`config.mk`:
```
export PLATFORM = sky130hd
export DESIGN_NAME = epcf_back
export DESIGN_NICKNAME = d
export VERILOG_FILES = /design/src/design/epcf_pkg.sv /design/src/design/epcf_back.sv
export SDC_FILE = /design/constraint.sdc
export NUM_CORES = 1
export LEC_CHECK = 0
export ABC_AREA = 1
export BUFFER_PORTS_ARGS = -buffer_cell sky130_fd_sc_hd__clkbuf_2
export CORE_MARGIN = 1.5
export CORE_UTILIZATION = 49
export CTS_CLUSTER_SIZE = 16
export DETAILED_ROUTE_END_ITERATION = 12
export GPL_TIMING_DRIVEN = 0
export PLACE_DENSITY = 0.77
export RECOVER_POWER = 50
export SKIP_CTS_REPAIR_TIMING = 1
export SYNTH_ARGS = -nofsm -noshare
export SYNTH_HDL_FRONTEND = slang
export SYNTH_SLANG_ARGS = --single-unit
```
`constraint.sdc`:
```
create_clock -name clk -period 19.2 [get_ports clk]
set_clock_uncertainty 0.2 [all_clocks]
set_input_delay 3.84 -clock clk [delete_from_list [all_inputs] [get_ports clk]]
set_output_delay 3.84 -clock clk [all_outputs]
set_load 0.01 [all_outputs]
```
`src/design/epcf_pkg.sv`:
```
// shared types, constants and helper functions for the equirectangular face classifier
// no dependencies; every other design file imports this package
package epcf_pkg;

	localparam int H_W         = 13;
	localparam int D_W         = 12;
	localparam int U_W         = 13;
	localparam int V_W         = 12;
	localparam int MAX_HEIGHT  = 4096;
	localparam int RESET_D     = 399;

	// 2 * pi in Q3.16, folded into the angle numerator
	localparam int PI2_Q16     = 411774;
	localparam int NUM_W       = 30;
	localparam int QUO_W       = 17;
	localparam int DEN_W       = 13;

	localparam int CORDIC_STEPS = 16;
	localparam int CORDIC_GAIN  = 79595;
	localparam int XY_W         = 20;
	localparam int Z_W          = 19;
	localparam int Q15_W        = 15;

	localparam int FRONT_STAGES  = 3;
	localparam int DIV_STAGES    = QUO_W;
	localparam int CORDIC_LAT    = CORDIC_STEPS + 1;
	localparam int BACK_STAGES   = 2;
	localparam int SIDE_DELAY    = DIV_STAGES + CORDIC_LAT;
	localparam int LATENCY       = FRONT_STAGES + SIDE_DELAY + BACK_STAGES;

	localparam logic [2:0] FACE_NEG_X  = 3'd0;
	localparam logic [2:0] FACE_NEG_Y  = 3'd1;
	localparam logic [2:0] FACE_POS_X  = 3'd2;
	localparam logic [2:0] FACE_POS_Y  = 3'd3;
	localparam logic [2:0] FACE_TOP    = 3'd4;
	localparam logic [2:0] FACE_BOTTOM = 3'd5;

	typedef struct packed {
		logic even;   // longitude in a sector where |cos| sets the threshold
		logic near;   // |lon| below pi/4
		logic west;   // lon negative
		logic upper;  // latitude not below zero
	} side_t;

	function automatic logic [Z_W-1:0] arctan_q16(input int unsigned i);
		logic [Z_W-1:0] r;
		case (i)
			0:       r = Z_W'(51472);
			1:       r = Z_W'(30386);
			2:       r = Z_W'(16055);
			3:       r = Z_W'(8150);
			4:       r = Z_W'(4091);
			5:       r = Z_W'(2047);
			6:       r = Z_W'(1024);
			7:       r = Z_W'(512);
			8:       r = Z_W'(256);
			9:       r = Z_W'(128);
			10:      r = Z_W'(64);
			11:      r = Z_W'(32);
			12:      r = Z_W'(16);
			13:      r = Z_W'(8);
			14:      r = Z_W'(4);
			default: r = Z_W'(2);
		endcase
		return r;
	endfunction

	// clamp at zero, round to Q1.15, saturate
	function automatic logic [Q15_W-1:0] to_q15(input logic signed [XY_W-1:0] y);
		logic [XY_W-1:0] t;
		logic [XY_W-3:0] r;
		logic [Q15_W-1:0] q;
		t = {1'b0, y[XY_W-2:0]} + XY_W'(2);
		r = t[XY_W-1:2];
		if (y[XY_W-1]) begin
			q = '0;
		end else if (r > (XY_W-2)'(32767)) begin
			q = Q15_W'(32767);
		end else begin
			q = r[Q15_W-1:0];
		end
		return q;
	endfunction

	function automatic logic [23:0] face_rgb(input logic [2:0] face);
		logic [23:0] c;
		case (face)
			FACE_NEG_X:  c = 24'hff0000;
			FACE_NEG_Y:  c = 24'h00ff00;
			FACE_POS_X:  c = 24'h0000ff;
			FACE_POS_Y:  c = 24'h00ffff;
			FACE_TOP:    c = 24'hff00ff;
			FACE_BOTTOM: c = 24'hffff00;
			default:     c = 24'h000000;
		endcase
		return c;
	endfunction

endpackage

```
`src/design/epcf_back.sv`:
```
// back end: threshold product, top and bottom tests, face and colour selection
// two pipeline stages; uses epcf_pkg
module epcf_back import epcf_pkg::*; (
	input  logic              clk,
	input  logic              en,
	input  logic [Q15_W-1:0]  lon_sin,
	input  logic [Q15_W-1:0]  lon_cos,
	input  logic [Q15_W-1:0]  lat_sin,
	input  logic [Q15_W-1:0]  lat_cos,
	input  side_t             side,
	output logic [2:0]        face_index,
	output logic [23:0]       face_colour
);

	logic signed [31:0] lhs_s1;
	logic [29:0]        rhs_s1;
	side_t              side_s1;
	logic [2:0]         face_s2;
	logic [23:0]        colour_s2;

	logic [Q15_W-1:0]   thr;
	logic signed [31:0] mag, lhs, rhs, rhs_neg;
	logic [2:0]         face;

	// lat_sin/lat_cos were taken of the colatitude, so they swap roles here
	always_comb begin
		thr = side.even ? lon_cos : lon_sin;
		mag = signed'({2'b00, lat_cos, 15'd0});
		lhs = side.upper ? mag : -mag;
	end

	always_comb begin
		rhs     = signed'({2'b00, rhs_s1});
		rhs_neg = -rhs;
		if (lhs_s1 >= rhs) begin
			face = FACE_TOP;
		end else if (lhs_s1 < rhs_neg) begin
			face = FACE_BOTTOM;
		end else if (side_s1.even) begin
			face = side_s1.near ? FACE_POS_X : FACE_NEG_X;
		end else begin
			face = side_s1.west ? FACE_NEG_Y : FACE_POS_Y;
		end
	end

	always_ff @(posedge clk) begin
		if (en) begin
			lhs_s1    <= lhs;
			rhs_s1    <= 30'(thr) * 30'(lat_sin);
			side_s1   <= side;
			face_s2   <= face;
			colour_s2 <= face_rgb(face);
		end
	end

	assign face_index  = face_s2;
	assign face_colour = colour_s2;

endmodule

```
# Word level (Yosys, flattened, before mapping)
# Cells that the tools add are included.
# totals
ff_bits,92
out_inout_bits,27
word_cells,27
# op_classes
addsub,2
n_mul,1
magnitude_cmp,2
n_eq_ne,5
n_mux,8
reduce_logical,1
# op_table
cell,count
$pmux 24 s6,1
$neg 30->32,2
$ge 32x31->1,1
$lt 32x32->1,1
$mul 15x15->30,1
$mux 30,1
$mux 15,1
$eq 3x2->1 const B,2
$eq 3x3->1 const B,2
$mux 2,3
$mux 3,2
$eq 3x1->1 const B,1
$logic_not 3->1,1

# Depth between registers and ports, before layout
# Gate-level depths: netlist of the first run.
# depth
word_depth,6
depth_mapped,30

# Worst setup path after synthesis of the first run
# No wires, ideal clock.
# synth_path
kind,input to register
startpoint,in side[3] (netlist name)
endpoint,reg rhs_s1[25] (data pin)
arrival_ns,9.099
slack_ns,9.642
path_stages,25
n_path_buf,3
cell_sequence,buf_2 > inv_1 > clkbuf_1 > or2_2 > o21ai_1 > buf_2 > nor2_1 > fa_1 > inv_1 > fa_1 > inv_1 > fa_1 > fa_1 > fa_1 > inv_1 > fa_1 > inv_1 > ha_1 > inv_1 > o21ai_0 > a21boi_0 > o21ai_0 > nand2_1 > nand3_1 > xor2_1
# synth_between
elab_chain_len,2
# synth_rtl
element,line,text
from (decl),epcf_back.sv:10,"input side_t side,"
$mux 15,epcf_back.sv:27,thr = side.even ? lon_cos : lon_sin;
$mul 15x15->30,epcf_back.sv:49,rhs_s1 <= 30'(thr) * 30'(lat_sin);
to (signal assigned),epcf_back.sv:49,
to (decl),epcf_back.sv:16,logic [29:0] rhs_s1;
# Every way passes these cells.
# A chain may end at the register's enable or synchronous reset.

# Worst setup path in the final report of the first run
# Ends and elaborated chain as after synthesis.

==> results.sh, run 1 <==
export IMPL_die_area_um2=23600
export IMPL_root_buffer="clkbuf_16"
export IMPL_ys_ff_latch=56
export IMPL_portBuffers=88
export IMPL_avgRoutedWirePerCell_um=15.0
export IMPL_relSlewSlack_pct=-16.0
export IMPL_outcome="finished with violations"
export IMPL_yosys_area_share_simple_pct=20.3
export IMPL_diodes=0
export IMPL_regArea_um2=1680
export IMPL_clock_path_buffers=2
export IMPL_worstMarginPinSlew_ps=1740
export IMPL_ys_seq_area_share_pct=15.1
export IMPL_start_util_pct=50.5
export IMPL_routedLengthMet1_um=11100
export IMPL_yosys_most_used_dff="edfxtp_1"
export IMPL_place_congestion=0.931
export IMPL_violations="capacitance limit, slew limit"
export IMPL_dieWidth_um=154
export IMPL_synth_top_cells_by_area="fa_1 (30%), edfxtp_1 (15%), ha_1 (14%)"
export IMPL_drt_iter0_markers=502
export IMPL_ys_types=40
export IMPL_tns_ps=0
export IMPL_finalSetupViolations=0
export IMPL_yosysMostFrequentCell="inv_1"
export IMPL_viasPerCell=5.20
export IMPL_gr_total_overflow=0
export IMPL_hpwlAfterDp_um=22900
export IMPL_hold_violations=0
export IMPL_grt_pass1_vias=9396
export IMPL_yosys_area_top_type="fa_1"
export IMPL_critical_path_class="in2reg"
export IMPL_hp_class="reg2reg"
export IMPL_num_vias=9084
export IMPL_report_final_slew_viol_count=35
export IMPL_ant_nets=0
export IMPL_wl_met2_um=12700
export IMPL_cp_end_kind="register"
export IMPL_max_freq_mhz=97.3
export IMPL_period_share_pct=53.6
export IMPL_cts_tree="built"
export IMPL_core_area_um2=22000
export IMPL_die_h_um=154
export IMPL_numClockSinks=56
export IMPL_avgSynthCellArea_um2=8.12
export IMPL_finalCriticalPeriod_ps=10280
export IMPL_synthesis_nets=1731
export IMPL_insertion_delay_ps=300
export IMPL_multiInputGateArea_um2=8040
export IMPL_first_pass_iters=5
export IMPL_syn_inst=1371
export IMPL_io_pins=93
export IMPL_layout_drive_gt1_share_pct=11.1
export IMPL_totalWireLength_um=26300
export IMPL_synth_area_um2=11100
export IMPL_cp_max_fo=10
export IMPL_yosysWarnings=0
export IMPL_synth_top_family_by_area="adder cells"
export IMPL_numCtsBuffers=5
export IMPL_grt_usage_pct=23.4
export IMPL_grt_pass1_wl_um=44600
export IMPL_synth_edf_count=56
export IMPL_synth_adder_area_share_pct=44.3
export IMPL_highest_layer="met4"
export IMPL_synth_xor_area_share_pct=2.91
export IMPL_max_cap_violations=1
export IMPL_synth_compound_area_share_pct=4.96
export IMPL_synthArstFlopShare_pct=0
export IMPL_n_fill_cell=2045
export IMPL_synth_common_cells="inv_1 (292), nand2_1 (249), nor2_1 (196)"
export IMPL_worstPathArrival_ps=10140
export IMPL_cp_required_ps=19060
export IMPL_drcViolationCount=0
export IMPL_met3_length_um=1590
export IMPL_grt_max_degree=57
export IMPL_h_tree_depth=2
export IMPL_nets=1827
export IMPL_syn_to_final_growth_pct=8.26
export IMPL_cts_reportedPaths_clkPinSlew_ps=80
export IMPL_yosysTopAreaCellShare_pct=30.0
export IMPL_grt_antenna_before_repair=1
export IMPL_worstSetupStartpointType="input pin"
export IMPL_grt_setup_unrepaired="false"
export IMPL_synth_mux_area_share_pct=0
export IMPL_rows=54
-- per-stage QoR --
step                instances  hold slack (ps)  area, um^2  worst slack (ps)  utilization [%]
detailed placement       1739              438       11900              8700             54.1
finish                   1748              453       12100              8920             54.7
floorplan                1371              369       11100              9640                -
CTS                      1747              458       12100              9020             54.8
global route             1748              492       12100              8450             54.7
global placement         1739              436       11900              8740             54.1
-- path summary, 6_finish.rpt --
path                                 start              end  slack (ps)  cells past startpoint
worst max-delay path               side[3]       rhs_s1[25]        8920                     24
worst min-delay path            side_s1[2]  face_colour[22]         450                      3
worst max register to register   rhs_s1[8]    face_index[0]       15530                     18
worst min register to register  side_s1[2]  face_colour[22]         450                      3
-- worst max-delay path, stage by stage --
cell	delay (ps)
clkbuf_1	270
buf_2	230
inv_1	90
clkbuf_1	190
or2_2	320
o21ai_2	270
inv_2	170
nand2_1	130
fa_1	440
fa_1	520
inv_1	60
fa_1	480
fa_1	520
fa_1	560
inv_1	60
fa_1	530
inv_1	40
ha_1	360
a21oi_1	180
a21boi_0	360
o21ai_0	150
nand2_1	90
nand3_1	120
xor2_1	160
-- routing by layer --
layer / up-vias / track usage (%)
li1: 4362 / -
met4: 0 / 9.89
met1: 4346 / 29.9
met3: 60 / 2.85
met2: 316 / 40.4
met5: - / 0
-- cell type report --
type | count | share of cell area (%)
multi-input combinational | 969 | 66.7
sequential | 56 | 14.0
inverter | 304 | 9.47
timing repair buffer | 89 | 3.65
tap | 280 | 2.91
buffer | 42 | 2.03
clock buffer | 5 | 1.04
clock inverter | 3 | 0.208
-- cell families after synthesis --
group,Yosys count
and+or+nand+nor,539
buffers and inverters,346
adders and majority gates,294
AOI/OAI and AO/OA,99
DFF,56
xor gates and xnor gates,37
-- registers in the layout, indices dropped and copies added (netlist names) --
register     flops
side_s1          3
lhs_s1          17
face_colour      3
face_index       3
rhs_s1          30
-- placed cells by master, fill, tap and decap left out, types with 2 or more instances in the layout --
cell type and n:
buf_1 2, inv_1 292, o21ai_0 32, ha_1 127
inv_6 2, buf_4 21, clkbuf_16 5, nor3_1 12
nor2_1 197, fa_1 167, inv_2 9, o21bai_1 2
xor2_1 30, xnor2_1 7, nand2_1 251, o21ai_1 2
a31oi_1 2, edfxtp_1 56, or2_2 16, clkinv_1 3
clkbuf_2 85, a21oi_1 46, buf_2 7, nand3_1 32
nor4_1 4, o21ai_2 9, o21a_1 2, nand4_1 17
nor2_2 2, clkbuf_1 16
Power of run 1 is not shown: default switching activity piles up to over one toggle a cycle in this logic, so the estimate is an artifact.
==> inputs of run 2 (changes only) <==
Clock period 19.2 ns to 10.5 ns, I/O delays scaled along.
==> results.sh, run 2 (synthesis gave the netlist of run 1 again) <==
export IMPL_finalCriticalPeriod_ps=8540
export IMPL_cts_reportedPaths_clkPinSlew_ps=80
export IMPL_worstPathArrival_ps=8400
export IMPL_top_register="rhs_s1"
export IMPL_hp_class="reg2reg"
export IMPL_numClockSinks=56
export IMPL_tns_ps=0
export IMPL_layout_drive_gt1_share_pct=11.1
export IMPL_outcome="finished with violations"
export IMPL_rows=54
export IMPL_totalWireLength_um=26300
export IMPL_clock_path_buffers=2
export IMPL_drt_iter0_markers=499
export IMPL_worstRegToRegCells=18
export IMPL_cp_end_kind="register"
export IMPL_avgRoutedWirePerCell_um=15.0
export IMPL_hpwlAfterDp_um=22900
export IMPL_critical_path_class="in2reg"
export IMPL_violations="capacitance limit, slew limit"
export IMPL_cts_tree="built"
export IMPL_start_util_pct=50.5
export IMPL_r2r_slack_ps=7280
export IMPL_hold_depth=3
export IMPL_diodes=0
export IMPL_insertion_delay_ps=300
export IMPL_die_h_um=154
export IMPL_reg_top3="rhs_s1 x30, lhs_s1 x17"
export IMPL_portBuffers=88
export IMPL_io_pins=93
export IMPL_worstMarginPinSlew_ps=1740
export IMPL_syn_to_final_growth_pct=8.42
export IMPL_n_fill_cell=2043
export IMPL_relSlewSlack_pct=-16.0
export IMPL_cp_max_fo=10
export IMPL_cp_required_ps=10360
export IMPL_grt_usage_pct=23.4
export IMPL_gr_total_overflow=0
export IMPL_max_cap_violations=1
export IMPL_hold_violations=0
export IMPL_max_freq_mhz=117
export IMPL_finalSetupViolations=0
export IMPL_die_area_um2=23600
export IMPL_numCtsBuffers=5
export IMPL_largest_reg_flops=30
export IMPL_report_final_slew_viol_count=35
export IMPL_grt_setup_unrepaired="false"
export IMPL_period_share_pct=81.3
export IMPL_grt_pass1_vias=9396
export IMPL_ant_nets=0
export IMPL_viasPerCell=5.19
export IMPL_mostFrequentLayoutCell="inv_1"
export IMPL_core_area_um2=22000
export IMPL_worstSetupStartpointType="input pin"
export IMPL_drcViolationCount=0
export IMPL_root_buffer="clkbuf_16"
export IMPL_h_tree_depth=2
export IMPL_grt_pass1_wl_um=44600
export IMPL_num_vias=9078
export IMPL_nets=1827
export IMPL_final_cell_mix="inv_1 (292), nand2_1 (249), nor2_1 (196), fa_1 (167), ha_1 (127)"
export IMPL_grt_max_degree=57
export IMPL_first_pass_iters=5
export IMPL_grt_antenna_before_repair=1
export IMPL_whs_ps=455
export IMPL_place_congestion=0.931
export IMPL_dieWidth_um=154
-- run 2: metal layers --
metal / share of wire (%) / global-route usage [%] / wire (um)
met1: 42 / 29.9 / 11000
met2: 48 / 40.4 / 12700
met3: 6.0 / 2.85 / 1580
met4: 3.7 / 9.89 / 964
met5: 0 / 0 / 0
-- run 2: area by class of cell --
class	count	area (um^2)	share of cell area, %
timing repair buffer	89	437	3.62
sequential	56	1680	13.9
buffer	42	245	2.03
inverter	304	1140	9.45
clock buffer	5	125	1.04
multi-input combinational	969	8070	66.8
clock inverter	3	25.0	0.207
tap	280	350	2.90
-- run 2: final timing paths --
check,startpoint,end
worst max-delay path,side[3],rhs_s1[25]
worst min-delay path,side_s1[2],face_colour[22]
worst max register to register,rhs_s1[8],face_index[0]
worst min register to register,side_s1[2],face_colour[22]
-- run 2: per-stage QoR --
stage / setup WS, ps / utilization (%) / instances / instance area [um^2]
after CTS: 2060 / 54.8 / 1747 / 12100
final: 1960 / 54.8 / 1748 / 12100
after global routing: 1490 / 54.8 / 1748 / 12100
after global placement: 1780 / 54.1 / 1739 / 11900
after detailed placement: 1740 / 54.1 / 1739 / 11900
after floorplan: 2680 / - / 1371 / 11100
-- run 2: worst max-delay path, stage by stage --
cell and delay [ps]:
clkbuf_1 260, buf_2 230, inv_1 90, clkbuf_1 190
or2_2 320, o21ai_2 260, inv_2 170, nand2_1 130
fa_1 440, fa_1 520, inv_1 60, fa_1 480
fa_1 520, fa_1 560, inv_1 60, fa_1 530
inv_1 40, ha_1 360, a21oi_1 180, a21boi_0 360
o21ai_0 150, nand2_1 90, nand3_1 120, xor2_1 160
Power of run 2 is left out for the same reason.
==> inputs of run 3 (changes only) <==
Settings changed: PLACE_DENSITY 0.77 to 0.8.
Clock period 10.5 ns to 7.02 ns, I/O delays scaled along.
==> results.sh, run 3 (synthesis gave the netlist of run 1 again) <==
export IMPL_finalSetupViolations=0
export IMPL_top_register="rhs_s1"
export IMPL_final_cell_count_no_fill=1782
export IMPL_grt_max_degree=57
export IMPL_h_tree_depth=2
export IMPL_reg_top3="rhs_s1 x30, lhs_s1 x17"
export IMPL_die_area_um2=23600
export IMPL_numCtsBuffers=5
export IMPL_outcome="complete, no violations"
export IMPL_r2r_slack_ps=3760
export IMPL_rows=54
export IMPL_report_final_slew_viol_count=0
export IMPL_grt_antenna_before_repair=1
export IMPL_mostFrequentLayoutCell="inv_1"
export IMPL_period_share_pct=98.2
export IMPL_min_from="side_s1[2]"
export IMPL_max_cap_violations=0
export IMPL_placed_cells=1739
export IMPL_cp_top_family="adder cells"
export IMPL_layout_drive_gt1_share_pct=19.1
export IMPL_worstPathArrival_ps=6740
export IMPL_max_freq_mhz=145
export IMPL_gr_total_overflow=0
export IMPL_cp_max_fo=10
export IMPL_cp_required_ps=6860
export IMPL_grt_setup_unrepaired="true"
export IMPL_final_cell_mix="inv_1 (285), nand2_1 (230), nor2_1 (179), fa_1 (166), ha_1 (117)"
export IMPL_first_pass_iters=7
export IMPL_grt_usage_pct=23.0
export IMPL_grt_pass1_wl_um=43500
export IMPL_rr_endpoint="face_index[0]"
export IMPL_drcViolationCount=0
export IMPL_ant_nets=0
export IMPL_slowest_stage="fa_1"
export IMPL_worstSetupStartpointType="input pin"
export IMPL_hpwlAfterDp_um=22600
export IMPL_nets=1860
export IMPL_viasPerCell=5.34
export IMPL_worstMarginPinSlew_ps=626
export IMPL_cp_common_cell="fa_1"
export IMPL_critical_path_class="in2reg"
export IMPL_cp_startpoint="side[3]"
export IMPL_grt_pass1_vias=9203
export IMPL_place_congestion=0.969
export IMPL_path_depth=25
export IMPL_core_area_um2=22000
export IMPL_portBuffers=88
export IMPL_start_util_pct=50.5
export IMPL_finalCriticalPeriod_ps=6900
export IMPL_num_vias=9513
export IMPL_worstRegToRegCells=21
export IMPL_tns_ps=0
export IMPL_largest_reg_flops=30
export IMPL_drt_iter0_markers=620
export IMPL_hp_class="reg2reg"
export IMPL_dieWidth_um=154
export IMPL_critPathBufInv=9
export IMPL_totalWireLength_um=28500
export IMPL_cts_tree="built"
export IMPL_io_pins=93
export IMPL_hold_violations=0
export IMPL_cp_endpoint="rhs_s1[21]"
export IMPL_clock_path_buffers=2
export IMPL_r2r_start="rhs_s1[8]"
export IMPL_relSlewSlack_pct=58.2
export IMPL_avgRoutedWirePerCell_um=16.0
export IMPL_die_h_um=154
export IMPL_cts_reportedPaths_clkPinSlew_ps=70
export IMPL_critical_path_max_stage_delay_ps=560
export IMPL_cp_end_kind="register"
export IMPL_insertion_delay_ps=290
export IMPL_syn_to_final_growth_pct=16.6
export IMPL_numClockSinks=56
export IMPL_root_buffer="clkbuf_16"
[run 3: cell types whose count changed in the layout (fill, tap and decap cells not counted), moves of 10 or more]
cell and delta:
ha_1 -10, buf_4 +30, clkbuf_1 -11, nand2_2 +17
nand2_1 -19, a21oi_1 -12, nor2_1 -17, o21ai_4 +11
nor2_2 +15
[run 3: worst min path at each step]
stage	endpoint	slack (ps)	cells after the start
global placement	face_colour[22]	440	3
floorplan	face_colour[22]	370	2
detailed placement	face_colour[22]	460	3
CTS	face_colour[22]	470	3
finish	face_colour[22]	470	3
global route	face_colour[22]	500	3
[run 3: per-layer routing]
metal / part of all wire, % / GRT usage [%] / vias up
met5: 0 / 0 / -
met4: 4.9 / 7.81 / 0
met2: 48 / 40.3 / 472
li1: - / - / 4428
met3: 7.2 / 2.79 / 106
met1: 40 / 29.5 / 4507
[run 3: final cells by class]
| cell class | count | area [um^2] |
|---|---|---|
| Antenna cell | 1 | 2.50 |
| Timing Repair Buffer | 122 | 788 |
| Sequential cell | 56 | 1680 |
| Tap cell | 280 | 350 |
| Inverter | 304 | 1150 |
| Clock buffer | 6 | 129 |
| Fill cell | 1839 | 9050 |
| Clock inverter | 2 | 35.0 |
| Buffer | 40 | 269 |
| Multi-Input combinational cell | 971 | 8570 |
[run 3: metrics by stage]
stage                     cell area [um^2]  util (%)  hold WS, ps  setup WS, ps
after global placement               12000      54.3          441          -936
final                                13000      58.9          468           124
after CTS                            12100      55.0          475          -655
after floorplan                      11200         -          369         -17.8
after detailed placement             12000      54.3          456          -975
after global routing                 13000      58.9          503         -80.1
[run 3: worst reg2reg max path: cells and delay by family, from the launching register on]
family | cells | cell delay [ps]
simple gates | 16 | 1690
flops | 1 | 420
fa+ha+maj | 1 | 300
compound gates | 1 | 260
buf+inv | 3 | 170
Power of run 3 is left out for the same reason.
